[config.mk]
export PLATFORM = sky130hd
export DESIGN_NAME = msv_queue
export DESIGN_NICKNAME = d
export VERILOG_FILES = /design/src/design/msv_queue.sv
export SDC_FILE = /design/constraint.sdc
export NUM_CORES = 1
export LEC_CHECK = 0
export BUFFER_PORTS_ARGS = -buffer_cell sky130_fd_sc_hd__buf_4
export CAP_MARGIN = 30
export CORE_UTILIZATION = 34
export DETAILED_ROUTE_END_ITERATION = 8
export GPL_ROUTABILITY_DRIVEN = 0
export SLEW_MARGIN = 20
export SYNTH_ARGS = -nofsm -noshare
export SYNTH_HDL_FRONTEND = slang
export SYNTH_SLANG_ARGS = --single-unit
[constraint.sdc]
create_clock -name clk -period 4.5 [get_ports clk]
set_input_delay 0.9 -clock clk [delete_from_list [all_inputs] [get_ports clk]]
set_output_delay 0.9 -clock clk [all_outputs]
set_load 0.01 [all_outputs]
[src/design/msv_queue.sv]
`timescale 1ns / 1ps
// ----------------------------------------------------------------------------
// msv_queue
// Small register queue between the vertex front end and the volume back end.
// ----------------------------------------------------------------------------
module msv_queue #(
  parameter int WIDTH = 8,
  parameter int DEPTH = 4
) (
  input  logic             clk,
  input  logic             rst_n,
  input  logic             wr_en,
  input  logic [WIDTH-1:0] wdata,
  input  logic             rd_en,
  output logic [WIDTH-1:0] rdata,
  output logic             full,
  output logic             empty
);

  localparam int AW = (DEPTH > 1) ? $clog2(DEPTH) : 1;

  logic [WIDTH-1:0] mem_r [DEPTH];
  logic [AW-1:0]    wp_r, wp_nxt;
  logic [AW-1:0]    rp_r, rp_nxt;
  logic [AW:0]      cnt_r, cnt_nxt;
  logic             wr_ok, rd_ok;

  assign full  = (cnt_r == (AW+1)'(DEPTH));
  assign empty = (cnt_r == '0);
  assign wr_ok = wr_en && !full;
  assign rd_ok = rd_en && !empty;
  assign rdata = mem_r[rp_r];

  always_comb begin
    wp_nxt  = wp_r;
    rp_nxt  = rp_r;
    if (wr_ok) begin
      wp_nxt = (wp_r == AW'(DEPTH-1)) ? '0 : wp_r + AW'(1);
    end
    if (rd_ok) begin
      rp_nxt = (rp_r == AW'(DEPTH-1)) ? '0 : rp_r + AW'(1);
    end
    cnt_nxt = cnt_r + {{AW{1'b0}}, wr_ok} - {{AW{1'b0}}, rd_ok};
  end

  always_ff @(posedge clk) begin
    if (!rst_n) begin
      wp_r  <= '0;
      rp_r  <= '0;
      cnt_r <= '0;
    end else begin
      wp_r  <= wp_nxt;
      rp_r  <= rp_nxt;
      cnt_r <= cnt_nxt;
    end
  end

  always_ff @(posedge clk) begin
    if (wr_ok) begin
      mem_r[wp_r] <= wdata;
    end
  end

endmodule

==> summary.md, run 1 <==
| Metric | Value |
|---|---|
| Sink Count | 41 |
| Largest net degree at the start of global routing | 14 |
| Setup violators final | 0 |
| Post-DR wirelength/cell | 13.99 µm |
| Critical Path Fanout Max | 8 |
| Syn avg cell area | 17.46 µm² |
| Chip width | 71.86 µm |
| GRT overflow | 0 |
| # Post-CTS Setup Buffers | 0 |
| Htree depth | 2 |
| Cell area after synthesis | 0.001659 mm² |
| Clk_skew | 6.845 ps |
| RSZ-0062 raised after global routing | false |
| Vias in the first global route | 936 |
| Die H | 71.86 µm |
| Worst-skew pair later-pin latency | 290 ps |
| Critical path data required time | 3600 ps |
| PortBufs | 21 |
| TritonCTS clock tree | done |
| Resized Gates After CTS | 0 |
| Synth warn | 0 |
| Vias per cell | 4.545 |
| WS Path Type | reg -> out |
| Worst endpoint data arrival time | 1740 ps |
| Outcome | finished, final reports clean |
| Nets | 139 |
| Period Utilization, post-route | 58.57% |
| Cells after Synth | 95 |
| Maxcap violations | 0 |
| Bufs on Longest Clock Path | 2 |
| # diodes | 0 |
| Root Driver | clkbuf_8 |
| CP Capture Type | primary output |
| Synth unique cells | 21 |
| Fin util | 41.70% |
| Cts bufs inserted | 5 |
| Core ar. | 0.004723 mm² |
| DR iter-0 viols | 33 |
| Most frequent cells in the layout | 32 x edfxtp_1, 21 x buf_4, 9 x dfxtp_1 |
| Slew Limit Headroom | 62.48% |
| Hold_buf cts | 0 |
| P per Cell Area | 518.4 mW/mm² |
| Initial antenna violation count | 0 |
| DR vias | 850 |
| Final Max Tran Viols | 0 |
| Sequential area share after synthesis | 68.78% |
| Final Hold Vio Count | 0 |
| Worst vdd ir | 235.3 µV |
| Die ar. | 0.005163 mm² |
| Non-Filler Cell Area, Final | 0.001969 mm² |
| CP Launch Type | flop |
| Io pins | 22 |
| Final setup TNS | 0 ps |
| DRC errors left | 0 |
| Detailed Route WL | 2616 µm |
| Most common cell after layout, fill and taps aside | edfxtp_1 |
| Area grow syn2layout | 18.70% |
| Synth Net Count | 115 |
| Final ANT Viol Nets | 0 |
| Site Rows | 25 |
| Leakage | 0.0007167 µW |
| Least-Margin Pin Slew | 562.1 ps |
| Hold WC Path Type | reg -> reg |
| Area of placed instances | 0.001877 mm² |
| Gr usage total | 12.02% |
| Drt first pass iters | 4 |
| Tmin final | 2636 ps |
| FMAX | 0.3794 GHz |
| Layout cells sized above 1 | 35.00% |
| Worst-path clk slew | 80 ps |
| Fin Hold WS | 516.3 ps |
| Hpwl dp | 1788 µm |
| FF+latch count, synth | 41 |
| First-pass GRT wire length | 4395 µm |
| Initial Util | 35.13% |
[flip-flops by register name, indices dropped and copies added (netlist names), named ones only]
register,cells
rp_r,2
wp_r,2
mem_r,32
cnt_r,3
[per-stage QoR]
| step | setup slack (ps) | instances | total power (µW) |
|---|---|---|---|
| after floorplan | 1986 | 95 | 689.2 |
| after global placement | 1807 | 179 | 780.7 |
| after detailed placement | 1748 | 179 | 791.5 |
| after CTS | 1804 | 187 | 1038 |
| after global routing | 1741 | 187 | 1084 |
| final | 1864 | 187 | 1021 |
[kinds of logic after synthesis]
family          Yosys count  share of synthesized area, %
flops                    41                         68.78
simple gates             20                         7.240
buf+inv                  11                         3.017
mux                      10                         12.07
fa+ha+maj                 8                         6.485
compound gates            3                         1.357
xor+xnor                  2                         1.056
[layer usage]
layer / vias to the layer above / global-route usage [%] / share of wire (%)
li1: 393 / - / -
met1: 430 / 12.95 / 44
met2: 21 / 20.65 / 49
met3: 6 / 4.641 / 4.8
met4: 0 / 5.882 / 2.1
met5: - / 0 / 0
[where the power goes]
part	switching [µW]	internal, µW
Sequential	49.9	465
Combinational	111	150
Clock	120	125
[Yosys cell counts]
library cell	n	area [µm²]
and2_1	4	25.02
and2_2	3	22.52
buf_2	1	5.000
buf_6	1	11.26
clkbuf_1	2	7.510
dfxtp_1	9	180.2
edfxtp_1	32	960.9
fa_1	1	20.02
ha_1	7	87.58
inv_1	7	26.28
mux2i_1	2	20.02
mux4_2	8	180.2
nand2_1	6	22.52
nand3_1	2	10.01
nor2_1	2	7.510
nor2b_2	1	8.760
nor3_1	1	5.000
nor3b_4	1	18.77
o21ai_0	2	10.01
o31ai_2	1	12.51
xnor2_1	2	17.52
[final timing paths]
check / cells after the start / startpoint / slack (ps) / endpoint
setup / recovery: 2 / flop / 1860 / rdata[6]
setup reg to reg: 10 / cnt_r[2] / 2240 / cnt_r[2]
hold reg to reg: 2 / wp_r[1] / 520 / wp_r[1]
hold / removal: 2 / wp_r[1] / 520 / wp_r[1]
[final cells by class]
class                           instances  area (µm²)
Multi-Input combinational cell         43       467.9
Inverter                                7       26.28
Clock inverter                          1       6.256
Tap cell                               67       83.83
Fill cell                             425        2754
Timing Repair Buffer                   21       157.7
Clock buffer                            7       86.33
Sequential cell                        41        1141
[critical path, stage by stage, from the launching register on]
cell and delay [ps]:
dfxtp_1 680, mux4_2 600, buf_4 160
Power figures use the tool's default switching activity.
==> inputs of run 2 (changes only) <==
clock period = 2.3 ns   (was 4.5 ns; I/O delays follow)
==> run 2 against run 1 <==
Compared with the run above:
- cell area up 2.9%
- die area did not move
- combinational power up 130%
- final cell count up 2.1%
- wire length up 3.1%
- highest routed layer unchanged
- largest power group unchanged
- power rose by 110%
- clock-buffer cell count is 1 higher
- clock skew down 2.4 ps
- worst hold slack got worse by 150 ps
==> summary.md, run 2 (synthesis gave the netlist of run 1 again) <==
| Metric | Value |
|---|---|
| # diodes | 0 |
| Final ANT Viol Nets | 0 |
| Most frequent cells in the layout | 32 x edfxtp_1, 25 x buf_4, 9 x dfxtp_1 |
| Die ar. | 0.005163 mm² |
| DR vias | 836 |
| Fin util | 42.91% |
| # placed instances | 181 |
| Setup violators final | 0 |
| Initial Util | 35.13% |
| PortBufs | 21 |
| Most flops, register | mem_r |
| Tmin final | 2217 ps |
| TritonCTS clock tree | done |
| Largest regs | mem_r (32), cnt_r (3) |
| Outcome | finished, final reports clean |
| FMAX | 0.4511 GHz |
| Hold WC Path Type | in -> reg |
| Root Driver | clkbuf_8 |
| Final Hold Vio Count | 0 |
| Most common cell after layout, fill and taps aside | edfxtp_1 |
| Io pins | 22 |
| DR iter-0 viols | 66 |
| Worst vdd ir | 364.5 µV |
| Slowest CP cell | dfxtp_1 |
| Critical path data required time | 2490 ps |
| Critical Path Fanout Max | 5 |
| Area grow syn2layout | 22.17% |
| Detailed Route WL | 2698 µm |
| Chip width | 71.86 µm |
| Layout cells sized above 1 | 37.10% |
| Clk_skew | 4.429 ps |
| Vias in the first global route | 907 |
| Drt first pass iters | 2 |
| Nets | 143 |
| Slew Limit Headroom | 71.35% |
| Site Rows | 25 |
| DRC errors left | 0 |
| Fill cells | 433 |
| Largest net degree at the start of global routing | 13 |
| WS Path Type | reg -> reg |
| First-pass GRT wire length | 4298 µm |
| GRT overflow | 0 |
| Maxcap violations | 0 |
| Htree depth | 2 |
| Worst-path clk slew | 70 ps |
| Sink Count | 41 |
| Bufs on Longest Clock Path | 2 |
| Hold_buf cts | 0 |
| Final setup TNS | 0 ps |
| Max reg flops | 32 |
| Cts bufs inserted | 5 |
| Final Max Tran Viols | 0 |
| Leakage | 0.0007450 µW |
| Vias per cell | 4.377 |
| Area of the multi-input gates | 476.7 µm² |
| Initial antenna violation count | 0 |
| Post-place setup slack | 35.12 ps |
| Post-DR wirelength/cell | 14.13 µm |
| CP Capture Type | flop |
| Non-filler instance count after layout | 191 |
| Worst-skew pair later-pin latency | 290 ps |
| Die H | 71.86 µm |
| CP peak stage delay | 390 ps |
| CP Launch Type | flop |
| Final WS setup | 83.27 ps |
| Hpwl dp | 1823 µm |
| P per Cell Area | 1043 mW/mm² |
| Register area | 0.001141 mm² |
| Gr usage total | 11.80% |
| Worst endpoint data arrival time | 2400 ps |
| Period Utilization, post-route | 96.38% |
| Fin Hold WS | 366.5 ps |
| Worst path cell trace | o31ai_4 > inv_1 > ha_1 > inv_1 > ha_1 > fa_1 > xnor2_1 > xnor2_1 > and2_1 |
| Least-Margin Pin Slew | 429.2 ps |
| Core ar. | 0.004723 mm² |
run 2: metrics by stage:
step | instance area [µm²] | power (µW)
6_report | 2027 | 2114
5_1_grt | 2027 | 2247
4_1_cts | 2003 | 2119
3_5_place_dp | 1892 | 1575
3_3_place_gp | 1892 | 1546
2_1_floorplan | 1659 | 1349
run 2: layout make-up:
cell class | instances | area share [%]
Sequential cell | 41 | 56.30
Multi-Input combinational cell | 43 | 23.52
Timing Repair Buffer | 25 | 9.259
Clock buffer | 8 | 5.494
Tap cell | 67 | 4.136
Inverter | 7 | 1.296
run 2: repair_timing:
item / 4_1_cts / 5_1_grt
gates resized for setup: 0 / 1
setup endpoints to repair: 0 / 1
buffers inserted: 0 / 2
run 2: final timing paths:
| kind | from | end | slack, ps | depth (start not counted) |
|---|---|---|---|---|
| max | cnt_r[0] | cnt_r[2] | 80 | 9 |
| min | wdata[2] | mem_r[1][2] | 370 | 1 |
| max reg2reg | cnt_r[0] | cnt_r[2] | 80 | 9 |
| min reg2reg | wp_r[1] | wp_r[1] | 510 | 2 |
run 2: critical path: cells and delay by family, from the launching register on:
kind,cells,cell delay [ps]
AO/OA/AOI/OAI,1,320
XOR/XNOR,2,280
adder cells (fa/ha/maj),3,850
buffers and inverters,2,130
flip-flops,1,390
AND/OR/NAND/NOR,1,150
run 2: metal layers:
layer	track usage (%)	wire (µm)	up-vias
met4	5.229	51	0
li1	-	-	404
met5	0	0	-
met3	4.782	148	6
met2	19.08	1361	22
met1	13.86	1137	404
run 2: where the power goes:
part / internal, µW / leakage [µW] / total [µW] / switching (µW)
Sequential: 910 / 0.000367 / 984 / 74.3
Clock: 310 / 0.0000566 / 542 / 232
Combinational: 329 / 0.000321 / 588 / 259
Total: 1550 / 0.000745 / 2110 / 565
