`config.mk`:
```
export PLATFORM = sky130hd
export DESIGN_NAME = msv_front
export DESIGN_NICKNAME = d
export VERILOG_FILES = /design/src/design/msv_pkg.sv /design/src/design/msv_front.sv
export SDC_FILE = /design/constraint.sdc
export NUM_CORES = 1
export LEC_CHECK = 0
export ABC_CLOCK_PERIOD_IN_PS = 2550
export BUFFER_PORTS_ARGS = -buffer_cell sky130_fd_sc_hd__buf_4
export CAP_MARGIN = 40
export CORE_ASPECT_RATIO = 0.75
export CORE_MARGIN = 5
export CORE_UTILIZATION = 43
export DETAILED_ROUTE_END_ITERATION = 10
export PLACE_DENSITY = 0.79
export SYNTH_ARGS = -nofsm -noshare
export SYNTH_HDL_FRONTEND = slang
export SYNTH_SLANG_ARGS = --single-unit
```
`constraint.sdc`:
```
create_clock -name clk -period 2.55 [get_ports clk]
set_input_delay 0 -clock clk [delete_from_list [all_inputs] [get_ports clk]]
set_output_delay 0 -clock clk [all_outputs]
set_load 0.02 [all_outputs]
```
`src/design/msv_pkg.sv`:
```
`timescale 1ns / 1ps
// ----------------------------------------------------------------------------
// msv_pkg
// Shared types and fixed port widths of the mesh signed volume block.
// ----------------------------------------------------------------------------
package msv_pkg;

  localparam int COORD_PORT_W = 16;
  localparam int VOL_W        = 64;

  typedef struct packed {
    logic add;
    logic last;
  } vol_ctl_t;

  localparam int CTL_W = $bits(vol_ctl_t);

endpackage

```
`src/design/msv_front.sv`:
```
`timescale 1ns / 1ps
// ----------------------------------------------------------------------------
// msv_front
// Vertex front end: tracks face first and previous vertex, builds fan jobs.
// ----------------------------------------------------------------------------
module msv_front #(
  parameter int COORD_BITS = 16
) (
  input  logic                                    clk,
  input  logic                                    rst_n,
  input  logic                                    accept,
  input  logic signed [msv_pkg::COORD_PORT_W-1:0] x_coord,
  input  logic signed [msv_pkg::COORD_PORT_W-1:0] y_coord,
  input  logic signed [msv_pkg::COORD_PORT_W-1:0] z_coord,
  input  logic                                    face_start,
  input  logic                                    mesh_last,
  output logic [3*COORD_BITS-1:0]                 job_a,
  output logic [3*COORD_BITS-1:0]                 job_b,
  output logic [3*COORD_BITS-1:0]                 job_c,
  output msv_pkg::vol_ctl_t                       job_ctl
);

  import msv_pkg::*;

  localparam int EXT_W = (COORD_BITS > COORD_PORT_W) ? COORD_BITS : COORD_PORT_W;

  logic [EXT_W-1:0]        x_ext, y_ext, z_ext;
  logic [3*COORD_BITS-1:0] cur;
  logic [3*COORD_BITS-1:0] first_r, first_nxt;
  logic [3*COORD_BITS-1:0] prev_r, prev_nxt;
  logic [1:0]              cnt_r, cnt_nxt;
  logic                    opens;

  assign x_ext = EXT_W'($unsigned(x_coord));
  assign y_ext = EXT_W'($unsigned(y_coord));
  assign z_ext = EXT_W'($unsigned(z_coord));
  assign cur   = {x_ext[COORD_BITS-1:0], y_ext[COORD_BITS-1:0], z_ext[COORD_BITS-1:0]};

  assign opens        = face_start || (cnt_r == 2'd0);
  assign job_a        = first_r;
  assign job_b        = prev_r;
  assign job_c        = cur;
  assign job_ctl.add  = !opens && (cnt_r == 2'd2);
  assign job_ctl.last = mesh_last;

  always_comb begin
    first_nxt = first_r;
    prev_nxt  = prev_r;
    cnt_nxt   = cnt_r;
    if (accept) begin
      if (opens) begin
        first_nxt = cur;
        cnt_nxt   = 2'd1;
      end else if (cnt_r == 2'd1) begin
        cnt_nxt = 2'd2;
      end
      prev_nxt = cur;
      if (mesh_last) begin
        cnt_nxt = 2'd0;
      end
    end
  end

  always_ff @(posedge clk) begin
    if (!rst_n) begin
      cnt_r <= 2'd0;
    end else begin
      cnt_r <= cnt_nxt;
    end
  end

  always_ff @(posedge clk) begin
    first_r <= first_nxt;
    prev_r  <= prev_nxt;
  end

endmodule

```
==> metrics.cfg, run 1 <==
[synthesis]
synth_nets=212
postSynthAreaPerCell_sq_um=21.14
synthMuxAreaShare_pct=0
synth_top_family_by_area=buffers and inverters
synth_seq_cells=98
synth_area_leaders=edfxtp_1 86%, buf_4 11%, dfxtp_1 1.2%
seq_area_frac_synth_pct=86.97
yosys_warnings=0
ys_types=12
synth_xor_area_share_pct=0
synth-adder-area-share_pct=0
synth_compound_area_share_pct=0.8191
synth-simple-area-share_pct=1.266
synthCells=159
syn_area_sq_mm=0.003361
yosysTopAreaCellShare_pct=85.78
synth_area_leader_cell=edfxtp_1

[critical_path]
crit_start=cnt_r[1]
rr_startpoint=cnt_r[1]
crit_fanout=25
reg2reg_to=job_a[26]
r2r_cells=3
endpoint_kind=register
cp.arrival_ns=1.62
worstSetupEndpoint=job_a[26]
cp.required_ns=2.60
worst-setup-path-type=register to register
critPathLaunchType=register
ff2ff_setup_slack_ns=0.98

[placed_design]
io_buffers=198
place_area_sq_mm=0.004634
gp_congestion=0.7655
place_hpwl_um=5897

[sta]
slew_viol_final=0
rsz0062_at_grt=no
slew-limit-headroom_pct=55.58
fin_setup_tns_ns=0
whs_ns=0.02683
post-route-min-period_ns=1.568
clock_skew_ns=0.008025
clock.fmax_mhz=637.8
post-route-period-util_pct=61.48
setup_viol=0
worst_slew_pin_slew_ns=0.6663
finalHoldViolCount=0

[pwr]
switching_share_pct=25.96
intPower_mw=2.546
seqPwrFrac_pct=56.2
switchingPower_mw=0.8925
fin_total_pwr_mw=3.438
leakagePower_nw=2.232
p_clk_share_pct=25.4
ir_worst_vdd_v=0.0004220
p_per_area_mw_per_mm2=647.5
combPwrFrac_pct=18.3

[finish]
final_layout_size_suffix_gt1_share_pct=57.87
fin_nets=424
final_area_sq_mm=0.005310
diodes=0
syn_to_final_growth_pct=58.00

[floorplan]
dieHeight_um=86.56
floorplan.die.width_um=112.1
dieArea_sq_mm=0.009702
ios=199
initial_core_util_pct=45.01
core_area_sq_mm=0.007466
placementRows=27

[routing]
num_vias=2118
wire_per_inst_um=18.22
ant_nets=0
drt-pass1-iter-count=4
viasPerCell=4.450
remaining_drc_errors=0
drtIter0Drc=84
routed_wl_um=8675

[global_routing]
grt_pass1_wl_um=12850
grt_max_degree=53
grt_pass1_vias=2300
grtUsageTotal_pct=17.57
overflow=0
antenna_found_initial=0

[clock_network]
htree_levels=3
root_buffer=clkbuf_8
clk_path_buf_depth=2
cts_tree=done
clock_latency_ns=0.34
cts_buffers=9
cts.sinks=98
clkSlewWorstSetupHoldPaths_ns=0.08

[min_path]
hp-class=input pin to register

[job]
cap_viol_max_count=0

[outcome]
status=complete, no violations

-- critical path, cell delays in order (launching register included) --
cell     delay [ns]
dfxtp_1        0.35
nor2_1         0.11
o21a_2         0.53
buf_12         0.27
-- per-stage QoR --
step	utilization [%]	worst slack [ns]	cells
after floorplan	-	0.5918	159
after CTS	71.12	0.9569	476
after global routing	71.12	0.8636	476
after global placement	62.07	0.9970	411
after detailed placement	62.07	0.9707	411
final	71.12	0.9822	476
-- flip-flops by register name, summed over array words and instances (netlist names) --
| signal | flops |
|---|---|
| job_a | 48 |
| job_b | 48 |
| cnt_r | 2 |
-- how the worst min path moves through the flow --
| stage | slack (ns) | startpoint | cells after the start | to |
|---|---|---|---|---|
| 2_1_floorplan | 0.1 | z_coord[0] | 0 | job_a[0] |
| 3_3_place_gp | 0.19 | x_coord[15] | 1 | job_b[47] |
| 3_5_place_dp | 0.20 | y_coord[11] | 1 | job_b[27] |
| 4_1_cts | 0.003 | mesh_last | 3 | cnt_r[0] |
| 5_1_grt | 0.007 | mesh_last | 3 | cnt_r[0] |
| 6_report | 0.03 | mesh_last | 3 | cnt_r[0] |
-- placed cells by master, fill, tap and decap left out, drive strengths merged --
| cell | instances |
|---|---|
| clkbuf | 9 |
| edfxtp | 96 |
| clkinvlp | 3 |
| nand2b | 1 |
| nor2 | 3 |
| dfxtp | 2 |
| dlygate4sd3 | 50 |
| buf | 200 |
| and3b | 1 |
| inv | 2 |
| nand2 | 1 |
| nor3b | 1 |
| o21a | 1 |
| a21oi | 2 |
| o21ai | 2 |
| clkinv | 1 |
-- cells in the mapped netlist (all sizes together) --
| cell | count |
|---|---|
| nand2b | 1 |
| nor2 | 3 |
| o21a | 1 |
| and3b | 1 |
| nor3b | 1 |
| buf | 49 |
| nand2 | 1 |
| o21ai | 2 |
| dfxtp | 2 |
| a21oi | 2 |
| edfxtp | 96 |
-- repair_timing --
item / 4_1_cts / 5_1_grt
endpoints found under the hold margin: 98 / 0
buffers inserted: 0 / 0
gates resized for setup: 0 / 0
endpoints found under the setup margin: 0 / 0
hold buffers: 50 / 0
-- cells by family (layout without fill, tap and decap cells) --
| family | count (synthesis) | in the layout |
|---|---|---|
| AO/OA/AOI/OAI | 5 | 5 |
| buffers and inverters | 49 | 265 |
| flip-flops | 98 | 98 |
| AND/OR/NAND/NOR | 7 | 7 |
-- power by group through the flow --
stage / registers [mW] / logic [mW] / clock network, mW
after CTS: 1.93 / 0.634 / 0.905
after global routing: 1.95 / 0.662 / 0.978
after floorplan: 2.11 / 0.134 / 0
after detailed placement: 1.97 / 0.572 / 0
final: 1.93 / 0.630 / 0.874
after global placement: 1.96 / 0.565 / 0
-- layout make-up --
class,count,area (sq um)
clock inverters,6,51.30
clock buffers,9,123.9
multi-input cells,12,71.32
flip-flops and latches,98,2923
repair buffers,250,2014
fillers,478,2156
well taps,101,126.4
-- metal layers --
layer  part of all wire [%]  track usage [%]  wire, um  vias to the layer above
met5                      0                0         0                        -
met3                    8.4            6.490       730                       12
met2                     54            32.94      4710                      126
met1                     36            18.90      3107                     1015
met4                    1.5            4.476       126                        0
li1                       -                -         -                      965
(Power assumes the default switching activity.)
==> inputs of run 2 (changes only) <==
--- a/config.mk
+++ b/config.mk
@@ -5,7 +5,8 @@
 export SDC_FILE = /design/constraint.sdc
 export NUM_CORES = 1
 export LEC_CHECK = 0
-export ABC_CLOCK_PERIOD_IN_PS = 2550
+export ABC_AREA = 1
+export ABC_CLOCK_PERIOD_IN_PS = 1640
 export BUFFER_PORTS_ARGS = -buffer_cell sky130_fd_sc_hd__buf_4
 export CAP_MARGIN = 40
 export CORE_ASPECT_RATIO = 0.75
==> constraint.sdc (replaced) <==
create_clock -name clk -period 1.64 [get_ports clk]
set_input_delay 0 -clock clk [delete_from_list [all_inputs] [get_ports clk]]
set_output_delay 0 -clock clk [all_outputs]
set_load 0.02 [all_outputs]
==> metrics.cfg, run 2 <==
[synthesis]
synth_edf_count=96  ; unchanged
ys.flop_type=edfxtp_1
synth_seq_cells=98  ; unchanged
yosysMostFrequentCell=edfxtp_1
synth_area_leader_cell=edfxtp_1
synthCells=163  ; +2.5%
yosys_warnings=0  ; unchanged
ys_types=12  ; unchanged
postSynthAreaPerCell_sq_um=20.66  ; -2.3%
seq_area_frac_synth_pct=86.81  ; -0.16 points
synth_common_cells=96 x edfxtp_1, 49 x buf_4, 5 x inv_1, 4 x nand2_1, 2 x dfxtp_1
synth_area_leaders=edfxtp_1 86%, buf_4 11%, dfxtp_1 1.2%
yosysTopAreaCellShare_pct=85.62  ; -0.16 points
synth_nets=216  ; +1.9%
syn_area_sq_mm=0.003367  ; +0.19%
async_flop_share_pct=0  ; unchanged

[pwr]
leakagePower_nw=2.297  ; +2.9%
p_per_area_mw_per_mm2=1043  ; +61%
intPower_mw=4.266  ; +68%
switchingPower_mw=1.359  ; +52%
combPwrFrac_pct=17.6  ; -0.7 points
p_clk_share_pct=29.1  ; +3.7 points
seqPwrFrac_pct=53.3  ; -2.9 points
ir_worst_vdd_v=0.0005847  ; +39%
switching_share_pct=24.16  ; -1.8 points

[sta]
clock_skew_ns=0.008612  ; +0.0005866 ns
slew_viol_final=0  ; unchanged
worst_slew_pin_slew_ns=0.2729  ; -0.3934 ns
fin_setup_tns_ns=0  ; unchanged
clock.fmax_mhz=739.3  ; +16%
rsz0062_at_grt=no
post-route-period-util_pct=82.47  ; +21 points
slew-limit-headroom_pct=81.81  ; +26 points
finalHoldViolCount=0  ; unchanged
setup_viol=0  ; unchanged
post-route-min-period_ns=1.353  ; -0.2153 ns

[floorplan]
ios=199  ; unchanged
floorplan.die.width_um=112.2  ; about the same
placementRows=28  ; +3.7%
core_area_sq_mm=0.007742  ; +3.7%
initial_core_util_pct=43.49  ; -1.5 points
dieHeight_um=86.64  ; about the same
dieArea_sq_mm=0.009718  ; +0.17%

[global_routing]
overflow=0  ; unchanged
grt_use_met2_pct=30.23  ; -2.7 points
grt_pass1_wl_um=12300  ; -4.2%
met1_usage_pct=17.41  ; -1.5 points
grt_pass1_vias=2297  ; -0.13%
antenna_found_initial=0  ; unchanged
grtUsageTotal_pct=16.69  ; -0.87 points
grt_busiest_layer=met2
grt.met3_usage_pct=7.955  ; +1.5 points
grt_max_degree=29  ; -45%

[finish]
regArea_sq_mm=0.002923  ; unchanged
multi_input_area_sq_um=57.56  ; -19%
final_util_pct=69.63  ; -1.5 points
fin_nets=431  ; +1.7%
syn_to_final_growth_pct=60.13
layout_commonest_cell=buf_4
nFillCells=496  ; +3.8%
diodes=0  ; unchanged
final_layout_size_suffix_gt1_share_pct=56.92  ; -0.95 points
final_cell_mix=201 x buf_4, 96 x edfxtp_1, 51 x dlygate4sd3_1
final_area_sq_mm=0.005391  ; +1.5%

[placed_design]
io_buffers=198  ; unchanged
gp_congestion=0.7948  ; +3.8%
place_hpwl_um=5301  ; -10%
place_area_sq_mm=0.004663  ; +0.62%

[routing]
num_vias=2127  ; +0.42%
drt-pass1-iter-count=4  ; unchanged
remaining_drc_errors=0  ; unchanged
drtIter0Drc=58  ; -31%
wire_per_inst_um=16.80  ; -7.8%
viasPerCell=4.359  ; -2.0%
ant_nets=0  ; unchanged
routed_wl_um=8200  ; -5.5%

[critical_path]
ff2ff_setup_slack_ns=0.29  ; -0.69 ns
slowest_stage=dlygate4sd3_1
critPathLaunchType=register
endpoint_kind=register
crit_path_max_incr_delay_ns=0.55  ; +0.02 ns
worst-setup-path-type=register to register
cp.required_ns=1.93  ; -0.67 ns
crit_fanout=3  ; -88%
r2r_cells=4  ; +1
crit_path_cell_trace=o21ai_1 -> nand3_1 -> a21oi_2 -> dlygate4sd3_1
cp.arrival_ns=1.64  ; +0.02 ns

[clock_network]
cts_tree=done
clk_path_buf_depth=2  ; unchanged
htree_levels=3  ; unchanged
ctsResizeCount=0  ; unchanged
clkSlewWorstSetupHoldPaths_ns=0.09  ; about the same
root_buffer=clkbuf_8
cts.sinks=98  ; unchanged
clock_latency_ns=0.35  ; about the same
cts_buffers=9  ; unchanged

[min_path]
holdPathStages=1  ; -2
hp-class=input pin to register

[outcome]
status=complete, no violations

[job]
cap_viol_max_count=0  ; unchanged

[run 2: repair_timing]
action | 4_1_cts | 5_1_grt
buffers inserted | 0 | 0
hold buffers | 51 | 0
hold endpoints to repair | 98 | 0
endpoints found under the setup margin | 0 | 0
[run 2: metrics by stage]
step,hold slack (ns),worst slack (ns),cells,power (mW)
global route,0.01794,0.2037,488,5.839
detailed placement,0.1963,0.3005,421,3.948
CTS,0.01544,0.2869,488,5.673
floorplan,0.09887,0.04437,163,3.492
finish,0.03228,0.2874,488,5.626
global placement,0.1946,0.3384,421,3.932
[run 2: cells by family (layout without fill, tap and decap cells)]
logic type	after synthesis	count (layout)	synth area share, %
buffers and inverters	54	274	11.48
flip-flops	98	98	86.81
AO/OA/AOI/OAI	5	5	1.003
AND/OR/NAND/NOR	6	6	0.7057
[run 2: cell type report]
class	instances	area share, %
Sequential cell	98	54.21
Inverter	5	0.4177
Tap cell	105	2.437
Clock buffer	10	2.367
Clock inverter	6	1.671
Timing Repair Buffer	253	37.83
Multi-Input combinational cell	11	1.068
[run 2: path summary, 6_finish.rpt]
check	from	to
setup / recovery	cnt_r[1]	cnt_r[0]
hold reg to reg	cnt_r[1]	cnt_r[1]
hold / removal	accept	job_b[22]
setup reg to reg	cnt_r[1]	cnt_r[0]
[run 2: critical path, delay by kind of cell, from the launching register on]
kind | cells | cell delay [ns]
simple gates | 1 | 0.11
compound gates | 2 | 0.31
buf+inv | 1 | 0.55
flops | 1 | 0.34
[run 2: layer usage]
metal	vias to the layer above	wire length, um
met1	1030	2883
met3	9	840
met4	0	87
met5	-	0
met2	112	4388
li1	976	-
[run 2: power by group through the flow]
stage               Sequential, mW  Clock, mW  Combinational (mW)
floorplan                     3.28          0               0.211
global placement              3.05          0               0.881
detailed placement            3.06          0               0.893
CTS                           3.00       1.68               0.989
global route                  3.02       1.78                1.04
finish                        3.00       1.64               0.988
==> inputs of run 3 (changes only) <==
==> config.mk (replaced) <==
export PLATFORM = sky130hd
export DESIGN_NAME = msv_front
export DESIGN_NICKNAME = d
export VERILOG_FILES = /design/src/design/msv_pkg.sv /design/src/design/msv_front.sv
export SDC_FILE = /design/constraint.sdc
export NUM_CORES = 1
export LEC_CHECK = 0
export ABC_AREA = 0
export ABC_CLOCK_PERIOD_IN_PS = 1150
export BUFFER_PORTS_ARGS = -buffer_cell sky130_fd_sc_hd__buf_4
export CAP_MARGIN = 40
export CORE_ASPECT_RATIO = 0.75
export CORE_MARGIN = 5
export CORE_UTILIZATION = 39
export DETAILED_ROUTE_END_ITERATION = 10
export PLACE_DENSITY = 0.76
export SYNTH_ARGS = -nofsm -noshare
export SYNTH_HDL_FRONTEND = slang
export SYNTH_SLANG_ARGS = --single-unit
==> constraint.sdc (replaced) <==
create_clock -name clk -period 1.15 [get_ports clk]
set_input_delay 0 -clock clk [delete_from_list [all_inputs] [get_ports clk]]
set_output_delay 0 -clock clk [all_outputs]
set_load 0.02 [all_outputs]
==> metrics.cfg, run 3 (synthesis results as in run 1) <==
[critical_path]
cp.required_ns=1.18  ; -0.75 ns
critPathLaunchType=register
worst-setup-path-type=register to register
rr_startpoint=cnt_r[0]
crit_start=cnt_r[0]
path_depth=3  ; -1
critical_path.top_delay_family=flip-flops
ff2ff_setup_slack_ns=0.01  ; -0.28 ns
slowest_stage=dfxtp_2
cp.arrival_ns=1.17  ; -0.47 ns
reg2reg_to=job_a[25]
crit_path_max_incr_delay_ns=0.36  ; -0.19 ns
worstSetupEndpoint=job_a[25]
crit_buf_inv=1  ; unchanged
crit_path_cell_trace=nor2_2 -> o21a_4 -> buf_12
r2r_cells=3  ; -1
endpoint_kind=register
crit_fanout=25  ; +22

[sta]
clock.fmax_mhz=877.6  ; +19%
worst_slew_pin_slew_ns=0.2388  ; -0.03403 ns
clock_skew_ns=0.004923  ; -0.003689 ns
post-route-min-period_ns=1.139  ; -0.2131 ns
setup_viol=0  ; unchanged
slew_viol_final=0  ; unchanged
fin_ws_ns=0.01055  ; -0.2769 ns
fin_setup_tns_ns=0  ; unchanged
slew-limit-headroom_pct=84.08  ; +2.3 points
finalHoldViolCount=0  ; unchanged
rsz0062_at_grt=yes
post-route-period-util_pct=99.08  ; +17 points

[clock_network]
root_buffer=clkbuf_16
clk_path_buf_depth=2  ; unchanged
cts_tree=done
post-cts-setup-buffers=0  ; unchanged
clkSlewWorstSetupHoldPaths_ns=0.06  ; -0.03 ns
cts_buffers=9  ; unchanged
cts.sinks=98  ; unchanged
clock_latency_ns=0.33  ; -0.02 ns
htree_levels=3  ; unchanged

[global_routing]
grt_use_met2_pct=26.74  ; -3.5 points
overflow=0  ; unchanged
met1_usage_pct=14.77  ; -2.6 points
grtUsageTotal_pct=14.75  ; -1.9 points
grt_max_degree=43  ; +48%
grt_busiest_layer=met2
grt_pass1_vias=2228  ; -3.0%
antenna_found_initial=0  ; unchanged
grt_pass1_wl_um=11750  ; -4.5%
grt.met3_usage_pct=5.827  ; -2.1 points

[floorplan]
initial_core_util_pct=39.92  ; -3.6 points
dieArea_sq_mm=0.01059  ; +9.0%
core_area_sq_mm=0.008418  ; +8.7%
placementRows=29  ; +3.6%
ios=199  ; unchanged
floorplan.die.width_um=117.2  ; +4.5%
dieHeight_um=90.39  ; +4.3%

[placed_design]
gp_congestion=0.6647  ; -16%
io_buffers=198  ; unchanged
place_inst=420  ; -0.24%
dp_slack_ns=0.02779  ; -0.2727 ns

[min_path]
hp-class=input pin to register

[routing]
wire_per_inst_um=16.76  ; -0.29%
remaining_drc_errors=0  ; unchanged
drtIter0Drc=44  ; -24%
routed_wl_um=8143  ; -0.70%
ant_nets=0  ; unchanged
num_vias=2101  ; -1.2%
viasPerCell=4.323  ; -0.82%
drt-pass1-iter-count=4  ; unchanged

[pwr]
combPwrFrac_pct=16.9  ; -0.7 points
p_clk_share_pct=31.9  ; +2.8 points
switching_share_pct=24.18  ; about the same
intPower_mw=6.352  ; +49%
switchingPower_mw=2.026  ; +49%
seqPwrFrac_pct=51.2  ; -2.1 points
ir_worst_vdd_v=0.0007968  ; +36%
p_per_area_mw_per_mm2=1526  ; +46%
leakagePower_nw=2.302  ; +0.22%

[finish]
layout_commonest_cell=buf_4
final_layout_size_suffix_gt1_share_pct=58.99  ; +2.1 points
fin_nets=426  ; -1.2%
finalNonFillerCells=486  ; -0.41%
syn_to_final_growth_pct=63.37
diodes=0  ; unchanged
final_cell_mix=197 x buf_4, 96 x edfxtp_1, 50 x dlygate4sd3_1
final_util_pct=65.22  ; -4.4 points

[outcome]
status=complete, no violations

[job]
cap_viol_max_count=0  ; unchanged

run 3: changes by cell type in the layout (fill, tap and decap cells not counted), moves of 3 or more:
cell | previous run | this run
nand2_1 | 4 | 1
inv_1 | 4 | 0
clkbuf_8 | 9 | 0
clkbuf_16 | 0 | 9
buf_4 | 201 | 197
run 3: cell type report:
type | instances | area (sq um)
tap | 108 | 135.1
clock inverter | 5 | 40.04
timing repair buffer | 252 | 2062
fill | 583 | 2928
multi-input combinational | 12 | 95.09
clock buffer | 11 | 232.7
sequential | 98 | 2925
run 3: routing by layer:
| layer | routed length [um] | vias to the layer above | share of wire (%) |
|---|---|---|---|
| met5 | 0 | - | 0 |
| met4 | 182 | 0 | 2.2 |
| met3 | 977 | 18 | 12 |
| met2 | 4357 | 119 | 54 |
| met1 | 2625 | 996 | 32 |
| li1 | - | 968 | - |
run 3: power groups by stage:
stage / Combinational [mW] / Clock, mW / Sequential [mW]
after floorplan: 0.301 / 0 / 4.68
after global placement: 1.27 / 0 / 4.35
after detailed placement: 1.29 / 0 / 4.36
after CTS: 1.43 / 2.78 / 4.29
after global routing: 1.48 / 2.90 / 4.31
final: 1.42 / 2.67 / 4.29
run 3: how the worst min path moves through the flow:
stage          cells after the start         to  slack, ns   startpoint
6_report                           3   cnt_r[0]       0.03    mesh_last
5_1_grt                            1  job_b[22]       0.03       accept
4_1_cts                            3   cnt_r[0]       0.01    mesh_last
3_5_place_dp                       1  job_a[39]       0.20   x_coord[7]
3_3_place_gp                       1  job_b[15]       0.20  z_coord[15]
2_1_floorplan                      0   job_a[0]        0.1   z_coord[0]
run 3: timing repair:
action	CTS	global route
hold endpoints to repair	98	0
pin swaps	0	1
resized for setup	1	5
hold buffers	50	0
endpoints found under the setup margin	1	19
run 3: through the flow:
| step | power (mW) | cell area [sq um] | hold WS, ns |
|---|---|---|---|
| 5_1_grt | 8.698 | 5490 | 0.03292 |
| 3_5_place_dp | 5.652 | 4693 | 0.1965 |
| 3_3_place_gp | 5.624 | 4693 | 0.1953 |
| 6_report | 8.378 | 5490 | 0.03303 |
| 2_1_floorplan | 4.980 | 3372 | 0.09887 |
| 4_1_cts | 8.495 | 5468 | 0.01208 |
run 3: worst min-delay path, stage by stage:
cell and delay, ns:
buf_4 0.09, o21ai_1 0.06, and3b_1 0.17
